`config.mk`:
```
export PLATFORM = sky130hd
export DESIGN_NAME = wia_front
export DESIGN_NICKNAME = d
export VERILOG_FILES = /design/src/hdl/wia_pkg.sv /design/src/hdl/wia_front.sv
export SDC_FILE = /design/constraint.sdc
export NUM_CORES = 1
export LEC_CHECK = 0
export ABC_CLOCK_PERIOD_IN_PS = 9300
export BUFFER_PORTS_ARGS = -buffer_cell sky130_fd_sc_hd__buf_4
export CAP_MARGIN = 20
export CORE_MARGIN = 1.5
export CORE_UTILIZATION = 48
export CTS_CLUSTER_SIZE = 12
export DETAILED_ROUTE_END_ITERATION = 6
export PLACE_DENSITY = 0.71
export SLEW_MARGIN = 10
export SYNTH_ARGS = -nofsm -noshare
export SYNTH_HDL_FRONTEND = slang
export SYNTH_SLANG_ARGS = --single-unit
```
`constraint.sdc`:
```
create_clock -name clk -period 9.3 [get_ports clk]
set_input_delay 1.86 -clock clk [delete_from_list [all_inputs] [get_ports clk]]
set_output_delay 1.86 -clock clk [all_outputs]
set_load 0.05 [all_outputs]
```
`src/hdl/wia_pkg.sv`:
```
`default_nettype none
package wia_pkg;

	localparam int unsigned I64Base = 29;
	localparam logic [5:0] OpWrap = 6'd58;
	localparam logic [5:0] OpExtS = 6'd59;
	localparam logic [5:0] OpExtU = 6'd60;

	typedef enum logic [4:0] {
		OP_EQZ = 5'd0, OP_EQ = 5'd1, OP_NE = 5'd2, OP_LT_S = 5'd3, OP_LT_U = 5'd4,
		OP_GT_S = 5'd5, OP_GT_U = 5'd6, OP_LE_S = 5'd7, OP_LE_U = 5'd8,
		OP_GE_S = 5'd9, OP_GE_U = 5'd10, OP_CLZ = 5'd11, OP_CTZ = 5'd12,
		OP_POPCNT = 5'd13, OP_ADD = 5'd14, OP_SUB = 5'd15, OP_MUL = 5'd16,
		OP_DIV_S = 5'd17, OP_DIV_U = 5'd18, OP_REM_S = 5'd19, OP_REM_U = 5'd20,
		OP_AND = 5'd21, OP_OR = 5'd22, OP_XOR = 5'd23, OP_SHL = 5'd24,
		OP_SHR_S = 5'd25, OP_SHR_U = 5'd26, OP_ROTL = 5'd27, OP_ROTR = 5'd28,
		OP_ZEXT = 5'd29, OP_SEXT = 5'd30, OP_NONE = 5'd31
	} op_t;

	// Classified instruction as it travels from the front end to the back end.
	typedef struct packed {
		op_t         op;
		logic        wide;
		logic [63:0] a;
		logic [63:0] b;
	} instr_t;

endpackage
`default_nettype wire

```
`src/hdl/wia_front.sv`:
```
`default_nettype none
module wia_front (
	input  wire logic           clk,
	input  wire logic           arst_n,
	input  wire logic           valid,
	output logic                ready,
	input  wire logic [5:0]     kind,
	input  wire logic [63:0]    lhs,
	input  wire logic [63:0]    rhs,
	output logic                dec_valid,
	input  wire logic           dec_ready,
	output wia_pkg::instr_t     dec
);
	// Two-entry queue of decoded transactions.
	wia_pkg::instr_t mem_q [2];
	logic            wp_q, rp_q;
	logic [1:0]      cnt_q;
	wia_pkg::instr_t d;
	logic            push, pop;

	always_comb begin
		d.wide = 1'b0;
		d.op = wia_pkg::OP_NONE;
		if (kind < 6'(wia_pkg::I64Base)) begin
			d.op = wia_pkg::op_t'(kind[4:0]);
		end else if (kind < 6'(2 * wia_pkg::I64Base)) begin
			d.wide = 1'b1;
			d.op = wia_pkg::op_t'(5'(kind - 6'(wia_pkg::I64Base)));
		end else if (kind == wia_pkg::OpWrap || kind == wia_pkg::OpExtU) begin
			d.op = wia_pkg::OP_ZEXT;
		end else if (kind == wia_pkg::OpExtS) begin
			d.op = wia_pkg::OP_SEXT;
		end
		d.a = d.wide ? lhs : {32'd0, lhs[31:0]};
		d.b = d.wide ? rhs : {32'd0, rhs[31:0]};
	end

	assign ready = cnt_q != 2'd2;
	assign push = valid && ready;
	assign dec_valid = cnt_q != 2'd0;
	assign pop = dec_valid && dec_ready;
	assign dec = mem_q[rp_q];

	always_ff @(posedge clk) begin
		if (push) mem_q[wp_q] <= d;
	end

	always_ff @(posedge clk or negedge arst_n) begin
		if (!arst_n) begin
			wp_q <= 1'b0;
			rp_q <= 1'b0;
			cnt_q <= 2'd0;
		end else begin
			if (push) wp_q <= ~wp_q;
			if (pop) rp_q <= ~rp_q;
			cnt_q <= cnt_q + 2'(push) - 2'(pop);
		end
	end

	a_no_overflow: assert property (@(posedge clk) disable iff (!arst_n)
		cnt_q == 2'd2 |-> !ready) else $error("queue overflow");
	a_cnt_range: assert property (@(posedge clk) disable iff (!arst_n)
		cnt_q != 2'd3) else $error("queue count out of range");
	a_empty: assert property (@(posedge clk) disable iff (!arst_n)
		cnt_q == 2'd0 |-> !dec_valid) else $error("valid from empty queue");
endmodule
`default_nettype wire

```
After elaboration in Yosys (flattened, before gate mapping). Memory sizes are Yosys's and may differ from the RTL's. Index checks and enable logic that the tools add are counted.

Add/subtract/negate cells: 3. $mul: 0. Div/mod/pow operators: 0. Order comparisons: 2. Equal/unequal tests: 4. Shift operators: 0. Muxes and demuxes: 10. Bitwise logic cells: 2. Reduce and logical (&&, ||, !) cells: 4.

Operators by type and width (count): $mux 64 (2); $eq 6x6->1 const B (3); $mux 5 (3); $lt 6x5->1 const B (1); $lt 6x6->1 const B (1); $mux 1 (5); $sub 5x5->5 const B (1); $add 2x1->2 (1); $logic_and 1x1->1 (2); $ne 2x2->1 const B (1); $not 1->1 (2); $reduce_bool 2->1 (1); $sub 2x1->2 (1); $logic_or 1x1->1 (1).

Register bits after elaboration: 4. Latch bits: 0. Bits in writable memories: 268. Bits in read-only memories: 0. Input bits: 138. Output and inout port bits: 136. Word-level logic and storage cells: 29. Memories kept: 1.

Memory list: mem_q (depth 2, bits a word 134, rd ports 1, clocked after memory_dff 0, wr ports 1, line wia_front.sv:15) `wia_pkg::instr_t mem_q [2];`.

Depth between registers and ports, before layout. Gate-level depths: netlist (run 1).

Depth in word-level cells: 5. Gate-level depth with buffers: 8. Gate-level depth less buffers: 7.

Worst setup path before layout (run 1). OpenSTA, ideal clock, no wires.

Path type: input -> register. Start point: input valid. End point: memory mem_q[0][0] (netlist bit), enable pin. Setup time: 630 ps. Arrival time: 7546 ps. Required time: 8670 ps. Path slack: 1124 ps. Cell stages on the path: 2. Path buffers: 0. Cell sequence: nand2_1 > nor2_1.

Longest elaborated chain between the ends: 3.

RTL lines: from (decl) (line wia_front.sv:5) `input wire logic valid,`; $logic_and 1x1->1 (line wia_front.sv:39) `assign push = valid && ready;`; $mux 1 (line wia_front.sv:45) `if (push) mem_q[wp_q] <= d;`; $mux 1 (not written as such) (line wia_front.sv:45); to (decl) (line wia_front.sv:15).

No other way between the ends.

==> run_results.csv, run 1 <==
group,metric,value,unit
clock_tree,cts_setup_buffers,0,
run,cap_violations,0,
floorplan,ios,274,
placement,dp_slack,4.88,ns
worst_setup_path,critPathLaunchType,"flip-flop",
placement,dpl_cell_area,0.0128,sq mm
routing,antenna_left,0,
floorplan,die_w,151,microns
synthesis,synth_area_leaders,"edfxtp_1 77%, mux2_2 15%, and2_1 3.9%",
routing,drc,0,
synthesis,syn_area,0.0105,sq mm
sta,setup-tns-final,0,ns
cells_and_area,layout-drive-gt1-share,0.542,
clock_tree,htreeDepth,1,
worst_setup_path,critPathSlowestCell,"buf_4",
placement,place_hpwl,13400,microns
clock_tree,cts_tree,"done",
clock_tree,max-clock-path-buffers,3,
floorplan,num_rows,53,
global_routing,grt-ovfl-total,0,
global_routing,grtUsageTotal,0.175,
routing,vias,5577,
worst_setup_path,critical_path_arrival,2.75,ns
global_routing,grt_start_max_net_pins,83,
floorplan,dieArea,0.0228,sq mm
global_routing,grt_pass1_vias,5910,
power_and_ir_drop,p_leak,5.17,nW
clock_tree,cts_hold_buffers,0,
sta,hold_viol_final,0,
synthesis,synth_nets,677,
cells_and_area,finalNonFillerCells,1114,
sta,max_slew_margin,0.323,
sta,post-route-period-util,0.495,
cells_and_area,diodes,0,
cells_and_area,syn2layout_area_growth,29.8,%
synthesis,synth_area_per_cell,19.7,sq um
floorplan,die_h,151,microns
synthesis,synth.largest_area_cell,"edfxtp_1",
power_and_ir_drop,vdd_drop_max,0.191,mV
routing,routedWlPerCell,18.7,microns
clock_tree,cts_resized,0,
routing,routed_wl,20800,microns
global_routing,antenna_found_initial,0,
sta,max_clock_freq,217,MHz
run_status,status,"finished clean",
sta,setup_slack,4.69,ns
sta,whs,0.512,ns
synthesis,synthCells,533,
worst_setup_path,criticalPathCategory,"flip-flop to output pin",
synthesis,synth_seq_area_share,0.775,
synthesis,synth.top_cell.area_share,0.765,
routing,vias_per_cell,5.01,
floorplan,core_area,0.0213,sq mm
cells_and_area,fin_area,0.0137,sq mm
placement,gp_congestion,0.787,
power_and_ir_drop,pwr_density_cell,361,mW/mm^2
worst_setup_path,critPathCaptureType,"output pin",
worst_setup_path,crit_chain,"buf_16 > buf_4 > mux2_2 > buf_4",
floorplan,start_util,0.494,
clock_tree,clock-root-buffer,"clkbuf_16",
cells_and_area,utilization,0.641,
hold_path,hp-class,"flip-flop to flip-flop",
sta,rsz0062_at_grt,"false",
sta,setup_viol,0,
synthesis,synth_cell_types,28,
clock_tree,cts_made_buffers,29,
worst_setup_path,max_stage_delay,0.63,ns
synthesis,ys_ff_latch,272,
clock_tree,clkLatencyLatePin,0.54,ns
placement,dp.cells,1062,
sta,skew,0.0250,ns
worst_setup_path,path_max_fanout,64,
clock_tree,clk_pin_slew,0.06,ns
sta,period_minus_slack,4.61,ns
cells_and_area,layout.nets,963,
worst_setup_path,crit_top_cell,"buf_4",
clock_tree,clock_sinks,272,
global_routing,grt_pass1_wl,30700,microns
worst_setup_path,worstPathRequired,7.44,ns
placement,io_buffers,273,
routing,drt_first_pass_iters,4,
sta,tightestPinTransition,1.02,ns
sta,drv_slew,0,
routing,drt_iter0_drc,235,
synthesis,yosysWarnings,0,
power_and_ir_drop,power,4.93,mW
==> area by class of cell <==
class                      instances  area [sq um]
timing repair buffer             278          2110
sequential                       272          8150
clock inverter                    13          62.6
fill                            1546          7630
inverter                           4          15.0
clock buffer                      38           759
tap                              275           344
multi-input combinational        234          2210
==> layout by cell type, fill, tap and decap left out, types with 2 or more instances in the layout <==
| master | n |
|---|---|
| clkinv_2 | 4 |
| nand3b_1 | 3 |
| inv_1 | 3 |
| ha_1 | 6 |
| clkbuf_16 | 29 |
| edfxtp_1 | 268 |
| clkinv_1 | 7 |
| o221ai_1 | 2 |
| dfrtp_1 | 3 |
| xnor2_1 | 3 |
| a21oi_1 | 2 |
| o21ai_0 | 2 |
| mux2_2 | 136 |
| buf_4 | 277 |
| clkbuf_1 | 9 |
| nand2_1 | 3 |
| and2_1 | 65 |
==> cells by family (layout without fill, tap and decap cells) <==
group / after synthesis / in the layout / synth area share
DFF: 272 / 272 / 0.775
muxes: 137 / 137 / 0.147
and+or+nand+nor: 78 / 78 / 0.0459
buffers and inverters: 27 / 333 / 0.0158
AOI/OAI and AO/OA: 9 / 9 / 0.00583
adders and majority gates: 6 / 6 / 0.00714
xor gates and xnor gates: 4 / 4 / 0.00333
==> critical path: cells and delay by family, from the launching register on <==
| kind | cells | cell delay [ns] |
|---|---|---|
| muxes | 1 | 0.43 |
| DFF | 1 | 0.60 |
| buffers and inverters | 3 | 1.15 |
==> report_power, final <==
part	internal [mW]	switching [mW]
Clock	0.569	0.429
Sequential	1.69	0.0783
Combinational	0.695	1.47
Total	2.96	1.97
==> final timing paths <==
| check | startpoint | to | slack (ns) | cells past startpoint |
|---|---|---|---|---|
| worst min register to register | cnt_q[1] | cnt_q[1] | 0.51 | 1 |
| worst max register to register | cnt_q[1] | mem_q[1][24] | 6.61 | 3 |
| min in group asynchronous | arst_n | wp_q | 1.12 | 1 |
| worst max-delay path | rp_q | dec[42] | 4.69 | 4 |
| max in group asynchronous | arst_n | rp_q | 8.06 | 1 |
| worst min-delay path | cnt_q[1] | cnt_q[1] | 0.51 | 1 |
==> cell usage after synthesis (all sizes together) <==
cell	count
a21oi	2
a31oi	1
and2	65
and3	1
buf	21
clkbuf	2
dfrtp	4
edfxtp	268
ha	6
inv	4
mux2	137
nand2	3
nand2b	1
nand3b	3
nand4b	1
nor2	2
nor3b	1
o211a	1
o21a	1
o21ai	2
o221ai	2
or2	1
xnor2	3
xor2	1
==> state kept, by name, summed over array words and instances (netlist names) <==
signal and count:
rp_q 1, mem_q 268, wp_q 1, cnt_q 2
==> routing by layer <==
| layer | global-route usage | wire (microns) |
|---|---|---|
| met1 | 0.204 | 7740 |
| met2 | 0.302 | 10700 |
| met3 | 0.0497 | 1630 |
| met4 | 0.0757 | 809 |
| met5 | 0 | 0 |
Note: power is estimated with default switching activity, not from simulation.
==> run 2, diff against run 1 <==
--- a/config.mk
+++ b/config.mk
@@ -5,7 +5,7 @@
 export SDC_FILE = /design/constraint.sdc
 export NUM_CORES = 1
 export LEC_CHECK = 0
-export ABC_CLOCK_PERIOD_IN_PS = 9300
+export ABC_CLOCK_PERIOD_IN_PS = 4310
 export BUFFER_PORTS_ARGS = -buffer_cell sky130_fd_sc_hd__buf_4
 export CAP_MARGIN = 20
 export CORE_MARGIN = 1.5
==> constraint.sdc (replaced) <==
create_clock -name clk -period 4.31 [get_ports clk]
set_input_delay 0.862 -clock clk [delete_from_list [all_inputs] [get_ports clk]]
set_output_delay 0.862 -clock clk [all_outputs]
set_load 0.05 [all_outputs]
==> run 2 against run 1 <==
Net effect:
- worst setup slack worse by 3.7 ns
- die area stayed put
- combinational power is 110% higher
- sequential share of layout area is 0.066 points lower
- routed wire length is 1.8% lower
- utilization is 0.071 points higher
- sequential power is 120% higher
- global-route usage is 0.23 points lower
- clock power is 120% higher
- total power is 120% higher
- largest power group unchanged
- clock skew is 0.013 ns lower
==> run_results.csv, run 2 (same netlist as run 1, synthesis figures left out) <==
group,metric,value,unit
worst_setup_path,path_max_fanout,48,
run,cap_violations,0,
worst_setup_path,startpoint,"rp_q",
placement,place_hpwl,13500,microns
clock_tree,cts_setup_buffers,0,
clock_tree,cts_hold_buffers,0,
power_and_ir_drop,pwr_density_cell,778,mW/mm^2
cells_and_area,layout.nets,964,
sta,skew,0.0118,ns
global_routing,grt_pass1_wl,30300,microns
clock_tree,cts_made_buffers,29,
floorplan,ios,274,
routing,vias_per_cell,4.97,
routing,drt_first_pass_iters,4,
sta,tightestPinTransition,0.951,ns
sta,setup-tns-final,0,ns
clock_tree,max-clock-path-buffers,3,
power_and_ir_drop,switchingPower,4.25,mW
clock_tree,clock_sinks,272,
worst_setup_path,critical_path_arrival,2.50,ns
clock_tree,htreeDepth,1,
sta,drv_slew,0,
sta,max_clock_freq,298,MHz
power_and_ir_drop,intPower,6.38,mW
power_and_ir_drop,comb_power_share,0.433,
worst_setup_path,criticalPathCategory,"flip-flop to output pin",
routing,antenna_left,0,
placement,gp_congestion,0.761,
cells_and_area,diodes,0,
power_and_ir_drop,power_frac_clock,0.203,
worst_setup_path,critPathCaptureType,"output pin",
cells_and_area,final_cell_mix,"277 x buf_4, 268 x edfxtp_1, 136 x mux2_2",
floorplan,num_rows,53,
routing,routed_wl,20500,microns
cells_and_area,finalNonFillerCells,1116,
placement,dp.cells,1064,
routing,drt_iter0_drc,211,
global_routing,grt_start_max_net_pins,70,
floorplan,dieArea,0.0228,sq mm
floorplan,die_h,151,microns
clock_tree,cts_resized,0,
cells_and_area,layout-drive-gt1-share,0.541,
power_and_ir_drop,vdd_drop_max,0.355,mV
worst_setup_path,r2r-start,"cnt_q[1]",
global_routing,grtUsageTotal,0.173,
run_status,status,"finished clean",
power_and_ir_drop,switching_share,0.400,
cells_and_area,largest_reg_flops,268,
power_and_ir_drop,p_leak,5.17,nW
hold_path,hp-class,"input port to asynchronous set/reset pin",
sta,max_slew_margin,0.365,
worst_setup_path,critPathLaunchType,"flip-flop",
floorplan,core_area,0.0213,sq mm
global_routing,grt-ovfl-total,0,
placement,io_buffers,273,
sta,period_minus_slack,3.36,ns
cells_and_area,final_common_cell,"buf_4",
cells_and_area,regMostFlops,"mem_q",
clock_tree,clock-root-buffer,"clkbuf_16",
routing,routedWlPerCell,18.3,microns
sta,hold_viol_final,0,
clock_tree,cts_tree,"done",
cells_and_area,top_regs,"mem_q (268), cnt_q (2)",
sta,setup_viol,0,
sta,rsz0062_at_grt,"false",
sta,post-route-period-util,0.779,
clock_tree,clkLatencyLatePin,0.54,ns
clock_tree,clk_pin_slew,0.06,ns
floorplan,start_util,0.494,
worst_setup_path,worstPathRequired,3.45,ns
routing,drc,0,
routing,vias,5549,
global_routing,grt_pass1_vias,5959,
global_routing,antenna_found_initial,0,
sta,whs,0.119,ns
floorplan,die_w,151,microns
power_and_ir_drop,seqPwrFrac,0.364,
cells_and_area,syn2layout_area_growth,30.0,%
-- run 2: changes by cell type in the layout (fill, tap and decap cells not counted) --
cell      change
buf_12        +2
buf_16        -1
clkbuf_1      +1
clkinv_2      -1
clkinv_1      +1
-- run 2: path summary, 6_finish.rpt --
| check | to | slack, ns | depth (start not counted) |
|---|---|---|---|
| setup reg to reg | mem_q[0][4] | 2.36 | 4 |
| hold / removal | rp_q | 0.12 | 1 |
| min in group clk | cnt_q[1] | 0.50 | 1 |
| hold reg to reg | cnt_q[1] | 0.50 | 1 |
| setup / recovery | dec[79] | 0.95 | 3 |
| max in group asynchronous | rp_q | 4.08 | 1 |
-- run 2: power groups by stage --
stage | logic, mW | registers [mW] | clock network [mW]
floorplan | 3.43 | 3.81 | 0
global placement | 4.62 | 3.88 | 0
detailed placement | 4.65 | 3.93 | 0
CTS | 4.67 | 3.88 | 2.21
global route | 4.81 | 3.93 | 2.31
finish | 4.61 | 3.87 | 2.16
-- run 2: routing by layer --
| layer | up-vias | wire length, microns | part of all wire | GRT usage |
|---|---|---|---|---|
| met5 | - | 0 | 0 | 0 |
| met4 | 0 | 531 | 0.026 | 0.0592 |
| met3 | 39 | 1720 | 0.084 | 0.0524 |
| met2 | 212 | 10600 | 0.52 | 0.310 |
| met1 | 2680 | 7630 | 0.37 | 0.195 |
| li1 | 2618 | - | - | - |
-- run 2: stage by stage --
step           setup slack [ns]  cell area (sq um)   util  total power [mW]
3_5_place_dp               1.20              12800  0.603              8.57
4_1_cts                   0.916              13700  0.642              10.8
3_3_place_gp               1.33              12800  0.603              8.51
2_1_floorplan             0.837              10500      -              7.24
5_1_grt                   0.828              13700  0.642              11.1
6_report                  0.952              13700  0.642              10.6
-- run 2: worst max-delay path: stages (launching register included) --
cell     delay [ns]
dfrtp_4        0.86
buf_4          0.47
mux2_2         0.39
buf_4          0.19
-- run 2: cell type report --
cell class,instances,area (sq um)
Sequential cell,272,8150
Fill cell,1510,7620
Multi-Input combinational cell,234,2210
Timing Repair Buffer,279,2120
Clock buffer,39,763
Tap cell,275,344
Clock inverter,13,61.3
Inverter,4,15.0
==> run 3, diff against run 2 <==
--- a/config.mk
+++ b/config.mk
@@ -5,7 +5,7 @@
 export SDC_FILE = /design/constraint.sdc
 export NUM_CORES = 1
 export LEC_CHECK = 0
-export ABC_CLOCK_PERIOD_IN_PS = 4310
+export ABC_CLOCK_PERIOD_IN_PS = 3200
 export BUFFER_PORTS_ARGS = -buffer_cell sky130_fd_sc_hd__buf_4
 export CAP_MARGIN = 20
 export CORE_MARGIN = 1.5
==> constraint.sdc (replaced) <==
create_clock -name clk -period 3.2 [get_ports clk]
set_input_delay 0.64 -clock clk [delete_from_list [all_inputs] [get_ports clk]]
set_output_delay 0.64 -clock clk [all_outputs]
set_load 0.05 [all_outputs]
==> run 3 against run 2 <==
Net effect:
- die area stayed put
- critical path depth stayed put
- global-route usage is 0.27 points higher
- sequential share of layout area is 0.44 points lower
- non-clock buffer count is 2 higher
- final cell count is 0.36% lower
- combinational power is 39% higher
==> run_results.csv, run 3 (same netlist as run 1, synthesis figures left out) <==
group,metric,value,unit
run_status,status,"finished clean",
clock_tree,htreeDepth,1,
clock_tree,clock-root-buffer,"clkbuf_16",
placement,dp_slack,0.606,ns
worst_setup_path,critPathLaunchType,"flip-flop",
sta,max_slew_margin,0.530,
clock_tree,cts_made_buffers,28,
floorplan,start_util,0.494,
hold_path,whs_path_depth,1,
sta,drv_slew,0,
floorplan,die_h,151,microns
cells_and_area,largest_reg_flops,268,
sta,setup-tns-final,0,ns
routing,vias_per_cell,5.02,
sta,period_minus_slack,2.68,ns
power_and_ir_drop,power_frac_clock,0.207,
floorplan,core_area,0.0213,sq mm
sta,max_clock_freq,373,MHz
routing,routed_wl,20900,microns
power_and_ir_drop,pwr_density_cell,1050,mW/mm^2
routing,antenna_left,0,
routing,routedWlPerCell,18.8,microns
global_routing,grtUsageTotal,0.175,
sta,setup_slack,0.520,ns
global_routing,grt_pass1_wl,30700,microns
worst_setup_path,critPathCaptureType,"output pin",
cells_and_area,utilization,0.647,
routing,drc,0,
routing,vias,5578,
power_and_ir_drop,comb_power_share,0.442,
cells_and_area,syn2layout_area_growth,30.9,%
floorplan,dieArea,0.0228,sq mm
cells_and_area,final_common_cell,"buf_4",
power_and_ir_drop,seqPwrFrac,0.351,
worst_setup_path,criticalPathCategory,"flip-flop to output pin",
routing,drt_iter0_drc,242,
power_and_ir_drop,vdd_drop_max,0.704,mV
clock_tree,clk_pin_slew,0.06,ns
floorplan,die_w,151,microns
clock_tree,cts_setup_buffers,0,
global_routing,antenna_found_initial,0,
clock_tree,clkLatencyLatePin,0.52,ns
floorplan,ios,274,
power_and_ir_drop,intPower,8.77,mW
floorplan,num_rows,53,
power_and_ir_drop,p_leak,5.22,nW
worst_setup_path,worstPathRequired,2.56,ns
clock_tree,cts_resized,0,
cells_and_area,regMostFlops,"mem_q",
cells_and_area,finalNonFillerCells,1112,
sta,skew,0.00391,ns
sta,tightestPinTransition,0.705,ns
cells_and_area,layout.nets,965,
placement,gp_congestion,0.830,
sta,setup_viol,0,
sta,post-route-period-util,0.838,
cells_and_area,final_cell_mix,"274 x buf_4, 268 x edfxtp_1, 136 x mux2_2",
power_and_ir_drop,switchingPower,5.73,mW
global_routing,grt_pass1_vias,5877,
clock_tree,cts_tree,"done",
placement,io_buffers,273,
cells_and_area,fillCellCount,1545,
cells_and_area,top_regs,"mem_q (268), cnt_q (2)",
clock_tree,cts_hold_buffers,1,
routing,drt_first_pass_iters,5,
worst_setup_path,path_max_fanout,85,
clock_tree,clock_sinks,272,
global_routing,grt-ovfl-total,0,
hold_path,hp-class,"input port to flip-flop",
sta,hold_viol_final,0,
worst_setup_path,critical_path_arrival,2.04,ns
clock_tree,max-clock-path-buffers,3,
placement,place_hpwl,13800,microns
worst_setup_path,ff2ff_path_depth,7,
cells_and_area,layout-drive-gt1-share,0.550,
run,cap_violations,0,
power_and_ir_drop,switching_share,0.395,
placement,dp.cells,1065,
sta,rsz0062_at_grt,"false",
cells_and_area,diodes,0,
global_routing,grt_start_max_net_pins,86,
run 3: changes by cell type in the layout (fill, tap and decap cells not counted), sizes merged:
cell	before	now
clkinv	11	5
buf	279	280
bufinv	0	1
clkbuf	39	40
clkinvlp	1	0
dlygate4sd3	0	1
inv	5	4
run 3: critical path: stages (launching register included):
cell and delay, ns:
dfrtp_4 0.44, buf_12 0.35, mux2_2 0.41, buf_4 0.19
run 3: cell type report:
class,instances,area (sq um),area share
Sequential cell,272,8150,0.592
Multi-Input combinational cell,234,2220,0.161
Timing Repair Buffer,281,2190,0.159
Clock buffer,40,797,0.0579
Tap cell,275,344,0.0250
Clock inverter,6,53.8,0.00391
Inverter,4,15.0,0.00109
run 3: worst paths after layout:
kind | start | endpoint | slack [ns]
min in group asynchronous | arst_n | rp_q | 0.48
hold / removal | lhs[4] | mem_q[0][68] | 0.30
setup / recovery | rp_q | dec[84] | 0.52
hold reg to reg | cnt_q[0] | cnt_q[0] | 0.53
setup reg to reg | cnt_q[1] | cnt_q[1] | 1.38
max in group asynchronous | arst_n | rp_q | 2.61
run 3: layer usage:
layer  global-route usage  wire (microns)  vias to the layer above
met1                0.210            8000                     2725
met2                0.307           10800                      193
li1                     -               -                     2626
met4               0.0529             520                        0
met3               0.0518            1610                       34
met5                    0               0                        -
run 3: stage by stage:
step                      hold slack [ns]  total power, mW  instance area, sq um
after CTS                           0.270             14.7                 13800
after floorplan                     0.344             9.76                 10500
after detailed placement            0.442             11.6                 12900
after global routing                0.273             15.1                 13800
final                               0.301             14.5                 13800
after global placement              0.438             11.5                 12900
run 3: power by group through the flow:
| stage | clock (mW) | sequential, mW | combinational, mW |
|---|---|---|---|
| after floorplan | 0 | 5.14 | 4.62 |
| after global placement | 0 | 5.11 | 6.40 |
| after detailed placement | 0 | 5.18 | 6.46 |
| after CTS | 3.08 | 5.11 | 6.49 |
| after global routing | 3.21 | 5.16 | 6.69 |
| final | 3.00 | 5.09 | 6.40 |
